===== src/rtl/core/odei_pkg.sv =====
// Package: shared constants and types for the ODE Euler/Heun integrator.
`timescale 1ns / 1ps
package odei_pkg;
    localparam int DATA_W    = 32;
    localparam int FRAC_BITS = 16;
    localparam int CNT_W     = 6;
    localparam int IDX_W     = 3;

    localparam logic [CNT_W-1:0] MAX_STEPS = 6'd63;

    localparam logic [IDX_W-1:0] REG_METHOD = 3'd0;
    localparam logic [IDX_W-1:0] REG_FORM   = 3'd1;
    localparam logic [IDX_W-1:0] REG_COEFFA = 3'd2;
    localparam logic [IDX_W-1:0] REG_COEFFB = 3'd3;
    localparam logic [IDX_W-1:0] REG_STEP   = 3'd4;
    localparam logic [IDX_W-1:0] REG_COUNT  = 3'd5;

    localparam logic [1:0] FORM_ADD = 2'd0;
    localparam logic [1:0] FORM_SUB = 2'd1;
    localparam logic [1:0] FORM_MUL = 2'd2;
    localparam logic [1:0] FORM_DIV = 2'd3;

    localparam logic signed [DATA_W-1:0] S_MAX = 32'sh7FFFFFFF;
    localparam logic signed [DATA_W-1:0] S_MIN = 32'sh80000000;

    typedef enum logic [1:0] {
        OP_MUL = 2'd0,
        OP_ADD = 2'd1,
        OP_SUB = 2'd2,
        OP_AVG = 2'd3
    } alu_op_t;

    typedef struct packed {
        logic               sat;
        logic [DATA_W-1:0]  res;
    } alu_res_t;
endpackage


===== src/rtl/core/odei_div.sv =====
// Iterative signed fixed-point divider, one quotient bit per cycle.
`timescale 1ns / 1ps
module odei_div (
    input  logic                           aclk,
    input  logic                           aresetn,
    input  logic                           start,
    input  logic signed [odei_pkg::DATA_W-1:0] num,
    input  logic signed [odei_pkg::DATA_W-1:0] den,
    output logic                           done,
    output logic [odei_pkg::DATA_W-1:0]    quo,
    output logic                           sat
);
    import odei_pkg::*;

    localparam int NW = DATA_W + FRAC_BITS;
    localparam int CW = $clog2(NW + 1);

    logic [NW-1:0]   q_reg, q_next;
    logic [DATA_W:0] r_reg, r_next;
    logic [DATA_W-1:0] d_reg, d_next;
    logic            neg_reg, neg_next;
    logic [CW-1:0]   cnt_reg, cnt_next;
    logic            busy_reg, busy_next;
    logic            done_reg, done_next;

    logic [DATA_W:0] trial;
    logic [NW:0]     mag;

    always_comb begin
        q_next = q_reg; r_next = r_reg; d_next = d_reg; neg_next = neg_reg;
        cnt_next = cnt_reg; busy_next = busy_reg; done_next = 1'b0;
        trial = {r_reg[DATA_W-1:0], q_reg[NW-1]} - {1'b0, d_reg};
        if (start) begin
            q_next   = {(num[DATA_W-1] ? DATA_W'(-num) : DATA_W'(num)), {FRAC_BITS{1'b0}}};
            d_next   = den[DATA_W-1] ? DATA_W'(-den) : DATA_W'(den);
            r_next   = '0;
            neg_next = num[DATA_W-1] ^ den[DATA_W-1];
            cnt_next = CW'(NW);
            busy_next = 1'b1;
        end else if (busy_reg) begin
            if (!trial[DATA_W]) begin
                r_next = trial;
                q_next = {q_reg[NW-2:0], 1'b1};
            end else begin
                r_next = {r_reg[DATA_W-1:0], q_reg[NW-1]};
                q_next = {q_reg[NW-2:0], 1'b0};
            end
            cnt_next = cnt_reg - 1'b1;
            if (cnt_reg == CW'(1)) begin
                busy_next = 1'b0;
                done_next = 1'b1;
            end
        end
    end

    always_ff @(posedge aclk) begin
        if (!aresetn) begin
            busy_reg <= 1'b0;
            done_reg <= 1'b0;
            cnt_reg  <= '0;
        end else begin
            busy_reg <= busy_next;
            done_reg <= done_next;
            cnt_reg  <= cnt_next;
        end
        q_reg <= q_next; r_reg <= r_next; d_reg <= d_next; neg_reg <= neg_next;
    end

    always_comb begin
        mag = neg_reg ? (NW+1)'(-{1'b0, q_reg}) : {1'b0, q_reg};
        sat = 1'b0;
        quo = mag[DATA_W-1:0];
        if (!neg_reg && q_reg > NW'(S_MAX)) begin
            sat = 1'b1; quo = S_MAX;
        end else if (neg_reg && q_reg > NW'(33'h080000000)) begin
            sat = 1'b1; quo = S_MIN;
        end
    end
    assign done = done_reg;

    property p_done_pulse;
        @(posedge aclk) disable iff (!aresetn) done_reg |=> !done_reg;
    endproperty
    a_done_pulse: assert property (p_done_pulse) else $error("divider done held");
    property p_start_busy;
        @(posedge aclk) disable iff (!aresetn) start |=> busy_reg;
    endproperty
    a_start_busy: assert property (p_start_busy) else $error("divider not busy");
    property p_done_idle;
        @(posedge aclk) disable iff (!aresetn) done_reg |-> !busy_reg;
    endproperty
    a_done_idle: assert property (p_done_idle) else $error("divider busy at done");
endmodule


===== src/rtl/core/odei_alu.sv =====
// Shared saturating fixed-point arithmetic unit.
`timescale 1ns / 1ps
module odei_alu (
    input  odei_pkg::alu_op_t                  op,
    input  logic signed [odei_pkg::DATA_W-1:0] opa,
    input  logic signed [odei_pkg::DATA_W-1:0] opb,
    output odei_pkg::alu_res_t                 res
);
    import odei_pkg::*;

    logic signed [2*DATA_W-1:0] prod;
    logic signed [2*DATA_W-1:0] prod_sh;
    logic signed [DATA_W:0]     sum;

    always_comb begin
        prod    = opa * opb;
        prod_sh = prod >>> FRAC_BITS;
        sum     = '0;
        res     = '0;
        case (op)
            OP_MUL: begin
                if (prod_sh > 64'(S_MAX)) begin
                    res.sat = 1'b1; res.res = S_MAX;
                end else if (prod_sh < 64'(S_MIN)) begin
                    res.sat = 1'b1; res.res = S_MIN;
                end else begin
                    res.res = prod_sh[DATA_W-1:0];
                end
            end
            OP_ADD, OP_SUB: begin
                sum = (op == OP_ADD) ? ({opa[DATA_W-1], opa} + {opb[DATA_W-1], opb})
                                     : ({opa[DATA_W-1], opa} - {opb[DATA_W-1], opb});
                if (sum[DATA_W] != sum[DATA_W-1]) begin
                    res.sat = 1'b1;
                    res.res = sum[DATA_W] ? S_MIN : S_MAX;
                end else begin
                    res.res = sum[DATA_W-1:0];
                end
            end
            OP_AVG: begin
                sum = {opa[DATA_W-1], opa} + {opb[DATA_W-1], opb};
                res.res = sum[DATA_W:1];
            end
            default: res = '0;
        endcase
    end
endmodule


===== src/rtl/core/ode_euler_heun_integrator.sv =====
// Top level: ODE integrator, Euler or Heun, Q16.16, one shared ALU under a sequencer.
//
// Channel  | Dir | Handshake            | Payload
// s_       | in  | s_valid / s_ready    | s_start_x, s_start_y
// m_       | out | m_valid / m_ready    | m_point_index, m_x_value, m_y_value,
//          |     |                      | m_last_point, m_saturated
// cfg_     | in  | cfg_valid / cfg_ready| cfg_index, cfg_data
//
// One ALU operation per cycle, except while the sequencer waits for the divider or for
// the output register to be taken; a Heun step evaluates the slope twice, and the divide
// form waits on the bit-serial divider for each slope with a nonzero denominator.
// A run is step_count+1 results; each waits in the output register until taken.
// The input is not ready from acceptance until the last point is taken.
// Reset is synchronous, active low, and restores the register defaults.
`timescale 1ns / 1ps
module ode_euler_heun_integrator (
    input  logic                                   aclk,
    input  logic                                   aresetn,
    input  logic                                   s_valid,
    output logic                                   s_ready,
    input  logic signed [odei_pkg::DATA_W-1:0]     s_start_x,
    input  logic signed [odei_pkg::DATA_W-1:0]     s_start_y,
    output logic                                   m_valid,
    input  logic                                   m_ready,
    output logic [odei_pkg::CNT_W-1:0]             m_point_index,
    output logic signed [odei_pkg::DATA_W-1:0]     m_x_value,
    output logic signed [odei_pkg::DATA_W-1:0]     m_y_value,
    output logic                                   m_last_point,
    output logic                                   m_saturated,
    input  logic                                   cfg_valid,
    output logic                                   cfg_ready,
    input  logic [odei_pkg::IDX_W-1:0]             cfg_index,
    input  logic [odei_pkg::DATA_W-1:0]            cfg_data
);
    import odei_pkg::*;

    typedef enum logic [4:0] {
        ST_IDLE, ST_EMIT, ST_AX, ST_BY, ST_COMB, ST_MUL2, ST_DIVW,
        ST_SDONE, ST_HS, ST_YP, ST_XH, ST_AVG, ST_HA, ST_YN, ST_XN
    } state_t;

    state_t state_reg;
    logic              meth_reg;
    logic [1:0]        form_reg;
    logic [DATA_W-1:0] ca_reg, cb_reg, h_reg;
    logic [CNT_W-1:0]  cnt_reg;

    logic [DATA_W-1:0] x_reg, y_reg, ex_reg, ey_reg, t1_reg, t2_reg, s1_reg, sl_reg;
    logic [CNT_W-1:0]  n_reg, i_reg;
    logic              ph2_reg, ov_reg;
    logic              mv_reg;
    logic [CNT_W-1:0]  mi_reg;
    logic [DATA_W-1:0] mx_reg, my_reg;
    logic              ml_reg, ms_reg;

    alu_op_t           op;
    logic [DATA_W-1:0] opa, opb;
    alu_res_t          ar;
    logic              div_start, div_done, div_sat;
    logic [DATA_W-1:0] div_q;

    odei_alu u_alu (.op(op), .opa(opa), .opb(opb), .res(ar));
    odei_div u_div (
        .aclk(aclk), .aresetn(aresetn), .start(div_start),
        .num(t1_reg), .den(t2_reg), .done(div_done), .quo(div_q), .sat(div_sat)
    );

    assign s_ready   = (state_reg == ST_IDLE) && !mv_reg;
    assign cfg_ready = 1'b1;
    assign m_valid = mv_reg;
    assign m_point_index = mi_reg;
    assign m_x_value = mx_reg;
    assign m_y_value = my_reg;
    assign m_last_point = ml_reg;
    assign m_saturated = ms_reg;

    always_comb begin
        op = OP_MUL; opa = ca_reg; opb = ex_reg; div_start = 1'b0;
        case (state_reg)
            ST_AX:   begin op = OP_MUL; opa = ca_reg; opb = ex_reg; end
            ST_BY:   begin op = OP_MUL; opa = cb_reg; opb = ey_reg; end
            ST_COMB: begin
                op  = (form_reg == FORM_SUB) ? OP_SUB : (form_reg == FORM_ADD) ? OP_ADD : OP_MUL;
                opa = t1_reg; opb = (form_reg == FORM_MUL) ? cb_reg : t2_reg;
                div_start = (form_reg == FORM_DIV) && (t2_reg != '0);
            end
            ST_MUL2: begin op = OP_MUL; opa = t1_reg; opb = ey_reg; end
            ST_HS:   begin op = OP_MUL; opa = h_reg; opb = sl_reg; end
            ST_YP:   begin op = OP_ADD; opa = y_reg; opb = t1_reg; end
            ST_XH:   begin op = OP_ADD; opa = x_reg; opb = h_reg; end
            ST_AVG:  begin op = OP_AVG; opa = s1_reg; opb = sl_reg; end
            ST_HA:   begin op = OP_MUL; opa = h_reg; opb = sl_reg; end
            ST_YN:   begin op = OP_ADD; opa = y_reg; opb = t1_reg; end
            ST_XN:   begin op = OP_ADD; opa = x_reg; opb = h_reg; end
            default: begin op = OP_MUL; end
        endcase
    end

    always_ff @(posedge aclk) begin
        if (!aresetn) begin
            state_reg <= ST_IDLE;
            meth_reg <= 1'b0; form_reg <= FORM_ADD;
            ca_reg <= 32'd65536; cb_reg <= 32'd65536; h_reg <= 32'd6554;
            cnt_reg <= 6'd10;
            mv_reg <= 1'b0; ov_reg <= 1'b0; ph2_reg <= 1'b0;
            n_reg <= '0; i_reg <= '0;
        end else begin
            if (cfg_valid) begin
                case (cfg_index)
                    REG_METHOD: meth_reg <= cfg_data[0];
                    REG_FORM:   form_reg <= cfg_data[1:0];
                    REG_COEFFA: ca_reg <= cfg_data;
                    REG_COEFFB: cb_reg <= cfg_data;
                    REG_STEP:   h_reg <= cfg_data;
                    REG_COUNT:  cnt_reg <= cfg_data[CNT_W-1:0];
                    default: ;
                endcase
            end
            if (mv_reg && m_ready && (state_reg != ST_EMIT)) mv_reg <= 1'b0;
            case (state_reg)
                ST_IDLE: if (s_valid && s_ready) begin
                    x_reg <= s_start_x; y_reg <= s_start_y;
                    n_reg <= (cnt_reg > MAX_STEPS) ? MAX_STEPS : cnt_reg;
                    i_reg <= '0; ov_reg <= 1'b0;
                    state_reg <= ST_EMIT;
                end
                ST_EMIT: if (!mv_reg || m_ready) begin
                    mv_reg <= 1'b1; mi_reg <= i_reg; mx_reg <= x_reg; my_reg <= y_reg;
                    ml_reg <= (i_reg == n_reg); ms_reg <= ov_reg;
                    if (i_reg == n_reg) begin
                        state_reg <= ST_IDLE;
                    end else begin
                        i_reg <= i_reg + 1'b1;
                        ex_reg <= x_reg; ey_reg <= y_reg; ph2_reg <= 1'b0;
                        state_reg <= ST_AX;
                    end
                end
                ST_AX: begin t1_reg <= ar.res; ov_reg <= ov_reg | ar.sat;
                    state_reg <= (form_reg == FORM_MUL) ? ST_COMB : ST_BY; end
                ST_BY: begin t2_reg <= ar.res; ov_reg <= ov_reg | ar.sat; state_reg <= ST_COMB; end
                ST_COMB: begin
                    if (form_reg == FORM_DIV) begin
                        if (t2_reg == '0) begin
                            sl_reg <= '0; state_reg <= ST_SDONE;
                        end else state_reg <= ST_DIVW;
                    end else if (form_reg == FORM_MUL) begin
                        t1_reg <= ar.res; ov_reg <= ov_reg | ar.sat; state_reg <= ST_MUL2;
                    end else begin
                        sl_reg <= ar.res; ov_reg <= ov_reg | ar.sat; state_reg <= ST_SDONE;
                    end
                end
                ST_MUL2: begin sl_reg <= ar.res; ov_reg <= ov_reg | ar.sat; state_reg <= ST_SDONE; end
                ST_DIVW: if (div_done) begin
                    sl_reg <= div_q; ov_reg <= ov_reg | div_sat; state_reg <= ST_SDONE;
                end
                ST_SDONE: begin
                    if (meth_reg && ph2_reg) state_reg <= ST_AVG;
                    else begin
                        if (meth_reg) s1_reg <= sl_reg;
                        state_reg <= ST_HS;
                    end
                end
                ST_HS: begin t1_reg <= ar.res; ov_reg <= ov_reg | ar.sat;
                    state_reg <= meth_reg ? ST_YP : ST_YN; end
                ST_YP: begin ey_reg <= ar.res; ov_reg <= ov_reg | ar.sat; state_reg <= ST_XH; end
                ST_XH: begin ex_reg <= ar.res; ov_reg <= ov_reg | ar.sat;
                    ph2_reg <= 1'b1; state_reg <= ST_AX; end
                ST_AVG: begin sl_reg <= ar.res; state_reg <= ST_HA; end
                ST_HA: begin t1_reg <= ar.res; ov_reg <= ov_reg | ar.sat; state_reg <= ST_YN; end
                ST_YN: begin y_reg <= ar.res; ov_reg <= ov_reg | ar.sat; state_reg <= ST_XN; end
                ST_XN: begin x_reg <= ar.res; ov_reg <= ov_reg | ar.sat; state_reg <= ST_EMIT; end
                default: state_reg <= ST_IDLE;
            endcase
        end
    end

    property p_hold;
        @(posedge aclk) disable iff (!aresetn) mv_reg && !m_ready |=> mv_reg && $stable(mi_reg);
    endproperty
    a_hold: assert property (p_hold) else $error("result dropped");
    property p_busy;
        @(posedge aclk) disable iff (!aresetn) (state_reg != ST_IDLE) |-> !s_ready;
    endproperty
    a_busy: assert property (p_busy) else $error("ready while busy");
    property p_idx;
        @(posedge aclk) disable iff (!aresetn) mv_reg |-> (mi_reg <= n_reg);
    endproperty
    a_idx: assert property (p_idx) else $error("index beyond run");
endmodule


===== config.mk =====
export PLATFORM = sky130hd
export DESIGN_NAME = ode_euler_heun_integrator
export DESIGN_NICKNAME = d
export VERILOG_FILES = /design/src/rtl/core/odei_pkg.sv /design/src/rtl/core/odei_div.sv /design/src/rtl/core/odei_alu.sv /design/src/rtl/core/ode_euler_heun_integrator.sv
export SDC_FILE = /design/constraint.sdc
export NUM_CORES = 2
export LEC_CHECK = 0
export BUFFER_PORTS_ARGS = -buffer_cell sky130_fd_sc_hd__buf_2
export CAP_MARGIN = 10
export CORE_ASPECT_RATIO = 0.5
export CORE_MARGIN = 3
export CORE_UTILIZATION = 30
export CTS_CLUSTER_SIZE = 25
export DETAILED_ROUTE_END_ITERATION = 7
export PLACE_DENSITY_LB_ADDON = 0.05
export SKIP_LAST_GASP = 1
export SYNTH_ARGS = -nofsm -noshare
export SYNTH_HDL_FRONTEND = slang
export SYNTH_SLANG_ARGS = --single-unit

===== constraint.sdc =====
create_clock -name aclk -period 15.35 [get_ports aclk]
set_input_delay 1.535 -clock aclk [delete_from_list [all_inputs] [get_ports aclk]]
set_output_delay 1.535 -clock aclk [all_outputs]
set_load 0.1 [all_outputs]

======== After elaboration in Yosys (flattened, before gate mapping) ========
Cells that the tools add are included.
cells by class
  add/subtract/negate cells ............... 8
  multipliers ............................. 1
  magnitude comparators ................... 5
  equal/unequal tests ..................... 37
  multiplexer cells ....................... 77
  bitwise logic cells ..................... 6
  reductions and logical operators ........ 59
operator list
  kind                    number
  $mux W32                21
  $pmux W32 S2            5
  $pmux W32 S3            2
  $pmux W32 S6            1
  $pmux W32 S5            1
  $gt A48 B32 Y1 const B  2
  $mux W48                2
  $neg A32 Y32            3
  $pmux W5 S15            1
  $mux W33                2
  $mul A32 B32 Y64        1
  $gt A48 B31 Y1 const B  1
  $lt A48 B32 Y1 const B  1
  $mux W6                 6
  $eq A5 B4 Y1 const B    7
  $add A32 B32 Y33        1
  $sub A32 B32 Y33        1
  $sub A33 B32 Y33        1
  $logic_not A32 Y1       1
  $reduce_bool A32 Y1     1
  $mux W31                1
  $reduce_and A4 Y1       6
  $eq A5 B3 Y1 const B    4
  $mux W1                 20
  43 further kinds        101
storage, ports and cells
  flip-flop bits (word level) ............. 574
  input port bits ......................... 104
  logic and storage cells ................. 228

======== Logic depth before layout (Yosys ltp) ========
  depth in word-level cells ............... 12
  depth in mapped cells ................... 46

======== Modules after synthesis ========
A second synthesis with hierarchy kept.
unflattened totals
  cells, all modules ...................... 7,090
  area total of the unflattened synthesis .. 69,268.9 sq um
by module, submodules not included
  module                     times used  cells each  area an instance (sq um)  sequential area each (sq um)
  odei_alu                   1           4,623       41,320.9                  0.0
  ode_euler_heun_integrator  1           1,522       19,494.9                  12,331.8
  odei_div                   1           945         8,453.1                   3,072.9

======== Least setup slack after synthesis ========
Ideal clock, no wire load.
  kind .................................... reg2reg
  from .................................... register state_reg[1]
  to ...................................... register sl_reg[24], data pin
  library setup time ...................... 0.256 ns
  arrival ................................. 11.522 ns
  required time ........................... 15.094 ns
  path slack .............................. 3.572 ns
  cell stages (with the launch flop) ...... 44
  path buffers ............................ 9
  clock period less this slack ............ 11.778 ns
  cell sequence ........................... dfxtp_1 -> buf_4 -> buf_2 -> buf_2 -> and2_1 -> clkbuf_1 -> clkbuf_1 -> buf_1 -> a222oi_1 -> nand2_1 -> a221oi_1 -> clkinv_1 -> nand2_1 -> inv_1 -> fa_1 -> fa_1 -> inv_1 -> fa_1 -> [... 8 more ...] -> ha_1 -> a21o_1 -> a21o_1 -> a21o_1 -> inv_1 -> nor2_1 -> a31o_2 -> and2_1 -> or2_2 -> o311a_1 -> or4_1 -> or4_1 -> buf_2 -> a21oi_2 -> buf_6 -> buf_6 -> o2bb2ai_1 -> a22o_1
on the way
  word-level cells in the longest chain between the ends .. 11
  elaborated cells on any way between the ends .. 42
  those cells by class .................... add/sub (2); mul (1); order compare (2); eq/ne (15); mux (12); reduce/logical (10)
RTL lines
  item                                                             RTL line                          RTL
  start: declaration                                               ode_euler_heun_integrator.sv:42   state_t state_reg;
  start signal: assignment                                         ode_euler_heun_integrator.sv:139  state_reg <= (form_reg == FORM_MUL) ? ST_COMB : ST_BY; end
  start signal: assignment                                         ode_euler_heun_integrator.sv:164  state_reg <= meth_reg ? ST_YP : ST_YN; end
  $eq A5 B4 Y1, or another cell as far along                       ode_euler_heun_integrator.sv:79   case (state_reg)
  $reduce_or A3 Y1 (no source line), or another cell as far along  n/a
  $pmux W32 S5, or another cell as far along                       ode_euler_heun_integrator.sv:79
  $mul A32 B32 Y64, or another cell as far along                   odei_alu.sv:16                    prod = opa * opb;
  $lt A48 B32 Y1 / $mux W33 (equally long branches)                odei_alu.sv:24, odei_alu.sv:31
  $mux W32, or another cell as far along                           odei_alu.sv:24                    end else if (prod_sh < 64'(S_MIN)) begin
  $mux W33 / $mux W32 (equally long branches)                      odei_alu.sv:22, odei_alu.sv:33
  $pmux W32 S3                                                     odei_alu.sv:20                    case (op)
  $mux W32                                                         ode_euler_heun_integrator.sv:146  end else if (form_reg == FORM_MUL) begin
  $mux W32                                                         ode_euler_heun_integrator.sv:142  if (form_reg == FORM_DIV) begin
  $pmux W32 S3 (*)                                                 ode_euler_heun_integrator.sv:120  case (state_reg)
  end signal: assignment                                           ode_euler_heun_integrator.sv:144  sl_reg <= '0; state_reg <= ST_SDONE;
  end signal: assignment                                           ode_euler_heun_integrator.sv:149  sl_reg <= ar.res; ov_reg <= ov_reg | ar.sat; state_reg <= ST_SDONE;
  end signal: assignment                                           ode_euler_heun_integrator.sv:152  ST_MUL2: begin sl_reg <= ar.res; ov_reg <= ov_reg | ar.sat; state_reg <= ST_SDONE; end
  end: declaration                                                 ode_euler_heun_integrator.sv:48   logic [DATA_W-1:0] x_reg, y_reg, ex_reg, ey_reg, t1_reg, t2_reg, s1_reg, sl_reg;
Every way passes the cells marked *; elsewhere a longest branch is shown, timed or not. The select of a mux whose other input is x is not followed.
A chain may end at the register's enable or synchronous reset.

======== Worst setup path after layout ========
  from .................................... register state_reg[0]
  to ...................................... register y_reg[13], data pin
on the way
  word-level cells in the longest chain between the ends .. 9
  elaborated cells on any way between the ends .. 39
  those cells by class .................... add/sub (2); mul (1); order compare (2); eq/ne (14); mux (10); reduce/logical (10)
RTL lines
  item                                                             RTL line                          RTL
  $eq A5 B4 Y1, or another cell as far along                       ode_euler_heun_integrator.sv:79
  $reduce_or A3 Y1 (no source line), or another cell as far along  n/a
  $pmux W32 S5, or another cell as far along                       ode_euler_heun_integrator.sv:79
  $mul A32 B32 Y64, or another cell as far along                   odei_alu.sv:16
  $lt A48 B32 Y1 / $mux W33 (equally long branches)                odei_alu.sv:24, odei_alu.sv:31
  $mux W32, or another cell as far along                           odei_alu.sv:24
  $mux W33 / $mux W32 (equally long branches)                      odei_alu.sv:22, odei_alu.sv:33
  $pmux W32 S3                                                     odei_alu.sv:20
  $pmux W32 S2 (*)                                                 ode_euler_heun_integrator.sv:120
  end signal: assignment                                           ode_euler_heun_integrator.sv:122  x_reg <= s_start_x; y_reg <= s_start_y;
  end: declaration                                                 ode_euler_heun_integrator.sv:48
Every way passes the cells marked *; elsewhere a longest branch is shown, timed or not.

==> results.py <==
metrics = {
    "setup_path": {
        "critPathBufInv": 10,
        "crit_path_frequent_cell": "fa_1",
        "critical-path-top-delay-family": "adder cells",
        "max_stage_delay_ns": 0.95,
        "cp_slowest_cell": "inv_1",
        "worst-path-max-fanout": 27,
        "arrival_ns": 14.48,
        "critPathLaunchType": "register",
        "critPathKind": "reg2reg",
        "critPathCaptureType": "register",
        "cp.required_ns": 15.73,
    },
    "routing": {
        "drt_first_pass_iters": 8,
        "via_per_inst": 5.296,
        "wl_per_cell_um": 29.73,
        "wl_um": 309800,
        "vias": 55190,
        "drtAntennaViolNets": 0,
        "drc": 2,
        "drt_first_iter_violations": 5393,
    },
    "min_path": {
        "hp-class": "reg2reg",
    },
    "logic_synthesis": {
        "ys_seq_elements": 573,
        "synth_edf_count": 393,
        "async_reset_ff_share_pct": 0,
        "yosysWarnings": 0,
        "syn_avg_cell_area_um2": 9.198,
        "syn_nets": 8867,
        "yosysUniqueCellTypes": 95,
        "syn_inst": 7392,
        "synth_ff_type": "edfxtp_1",
        "seq_area_frac_synth_pct": 22.66,
        "synth_area_um2": 67990,
    },
    "timing": {
        "fmaxAchievable_mhz": 70.89,
        "max_slew.worst_pin.slew_ns": 1.242,
        "grt_setup_unrepaired": "false",
        "post-route-period-util_pct": 91.89,
        "layout_min_cycle_time_ns": 14.11,
        "setup_violations": 0,
        "slew_headroom_pct": 17.12,
        "slew_violations": 0,
        "hold_viol_final": 0,
        "fin_tns_setup_ns": 0,
        "clock_skew_ns": 0.03775,
    },
    "clock_network": {
        "post_cts_buffers": 0,
        "cts_buffers": 72,
        "clkLatencyLatePin_ns": 0.66,
        "clk_path_buf_depth": 3,
        "htreeDepth": 3,
        "tritoncts": "built",
        "ctsResizeCount": 0,
        "hold_buffers": 0,
        "cts.sinks": 573,
        "path_clk_slew_ns": 0.06,
        "cts_root_buf": "clkbuf_16",
    },
    "status": {
        "failed_checks": "design-rule violations",
        "run_status": "finished with violations",
    },
    "place": {
        "gp_congestion": 0.9517,
        "dp.cells": 10280,
        "place_area_um2": 72610,
        "dp_hpwl_um": 247000,
        "io_buffers": 177,
    },
    "layout": {
        "final_nets": 8856,
        "fin_cells": 10420,
        "final_layout_size_suffix_gt1_share_pct": 7.609,
        "fin_area_um2": 74960,
        "final_cell_mix": "inv_1, nand2_1, fa_1",
        "largest_register_ffs": 48,
        "syn_to_final_growth_pct": 10.25,
        "fillers": 23240,
        "final_common_cell": "inv_1",
    },
    "global_route": {
        "grt_pass1_wl_um": 439000,
        "grtUsageTotal_pct": 26.43,
        "grt_busiest_layer": "met1",
        "grtUsageMet1_pct": 40.24,
        "grt-ovfl-total": 0,
        "first_global_vias": 56290,
        "met2_usage_pct": 39.32,
        "grt_max_degree": 77,
        "antenna_found_initial": 22,
        "met3_usage_pct": 4.258,
    },
    "floorplanning": {
        "die_w_um": 679.2,
        "num_rows": 122,
        "design.die.area_um2": 232700,
        "coreArea_um2": 223300,
        "io_pins": 179,
        "initial_utilization_pct": 30.44,
        "fp.dieH_um": 342.6,
    },
    "job": {
        "max-cap-violations": 0,
    },
}
## path summary, 6_finish.rpt
check | start | end | slack, ns | depth (start not counted)
setup / recovery | state_reg[0] | y_reg[13] | 1.24 | 37
hold / removal | sl_reg[15] | s1_reg[15] | 0.46 | 0
hold reg to reg | sl_reg[15] | s1_reg[15] | 0.46 | 0
setup reg to reg | state_reg[0] | y_reg[13] | 1.24 | 37
## routing by layer
metal / routed length [um] / share of wire, %
met2: 130700 / 42
met1: 149400 / 48
met3: 23110 / 7.5
met4: 6549 / 2.1
met5: 55 / 0.018
## synthesized netlist by cell type (73+ instances only)
cell      count  area (um^2)
nand2_1    1086         4076
o21ai_0     273         1366
mux2i_1      77        770.7
a21o_1       73        548.0
a22oi_1      74        555.5
a21oi_1     207         1036
clkbuf_1    378         1419
edfxtp_1    393        11800
o21ai_1      82        410.4
nor2_1      703         2639
inv_1      1111         4170
a21boi_0    103        773.2
xnor2_1     136         1191
fa_1       1084        21700
dfxtp_1     180         3603
ha_1        287         3591
nand3_1      85        425.4
## final cells by class
class | instances | area, um^2 | share of cell area (%)
clock inverters | 38 | 386.6 | 0.5158
clock buffers | 94 | 1946 | 2.596
multi-input cells | 5236 | 46860 | 62.51
diodes | 5 | 12.51 | 0.01669
inverters | 1134 | 4257 | 5.679
well taps | 2976 | 3724 | 4.968
repair buffers | 364 | 2362 | 3.151
flip-flops and latches | 573 | 15410 | 20.56
## metrics by stage
stage / hold slack (ns) / utilization, % / setup slack, ns
5_1_grt: 0.4710 / 33.56 / 0.7873
3_3_place_gp: 0.4417 / 32.50 / 1.342
3_5_place_dp: 0.4391 / 32.52 / 1.366
4_1_cts: 0.4582 / 33.56 / 1.326
2_1_floorplan: 0.4268 / - / 3.572
6_report: 0.4590 / 33.57 / 1.244
## cell families after synthesis
family / after synthesis / synth area share (%)
fa+ha+maj: 1372 / 37.21
simple gates: 2286 / 14.45
mux: 89 / 1.349
other cells: 1 / 0.005516
buf+inv: 1583 / 8.844
xor+xnor: 208 / 2.679
compound gates: 1280 / 12.80
flops: 573 / 22.66
Power is left out: the tool's default activity adds up to more than one toggle a clock period on the data nets, which glitch-free logic cannot reach.
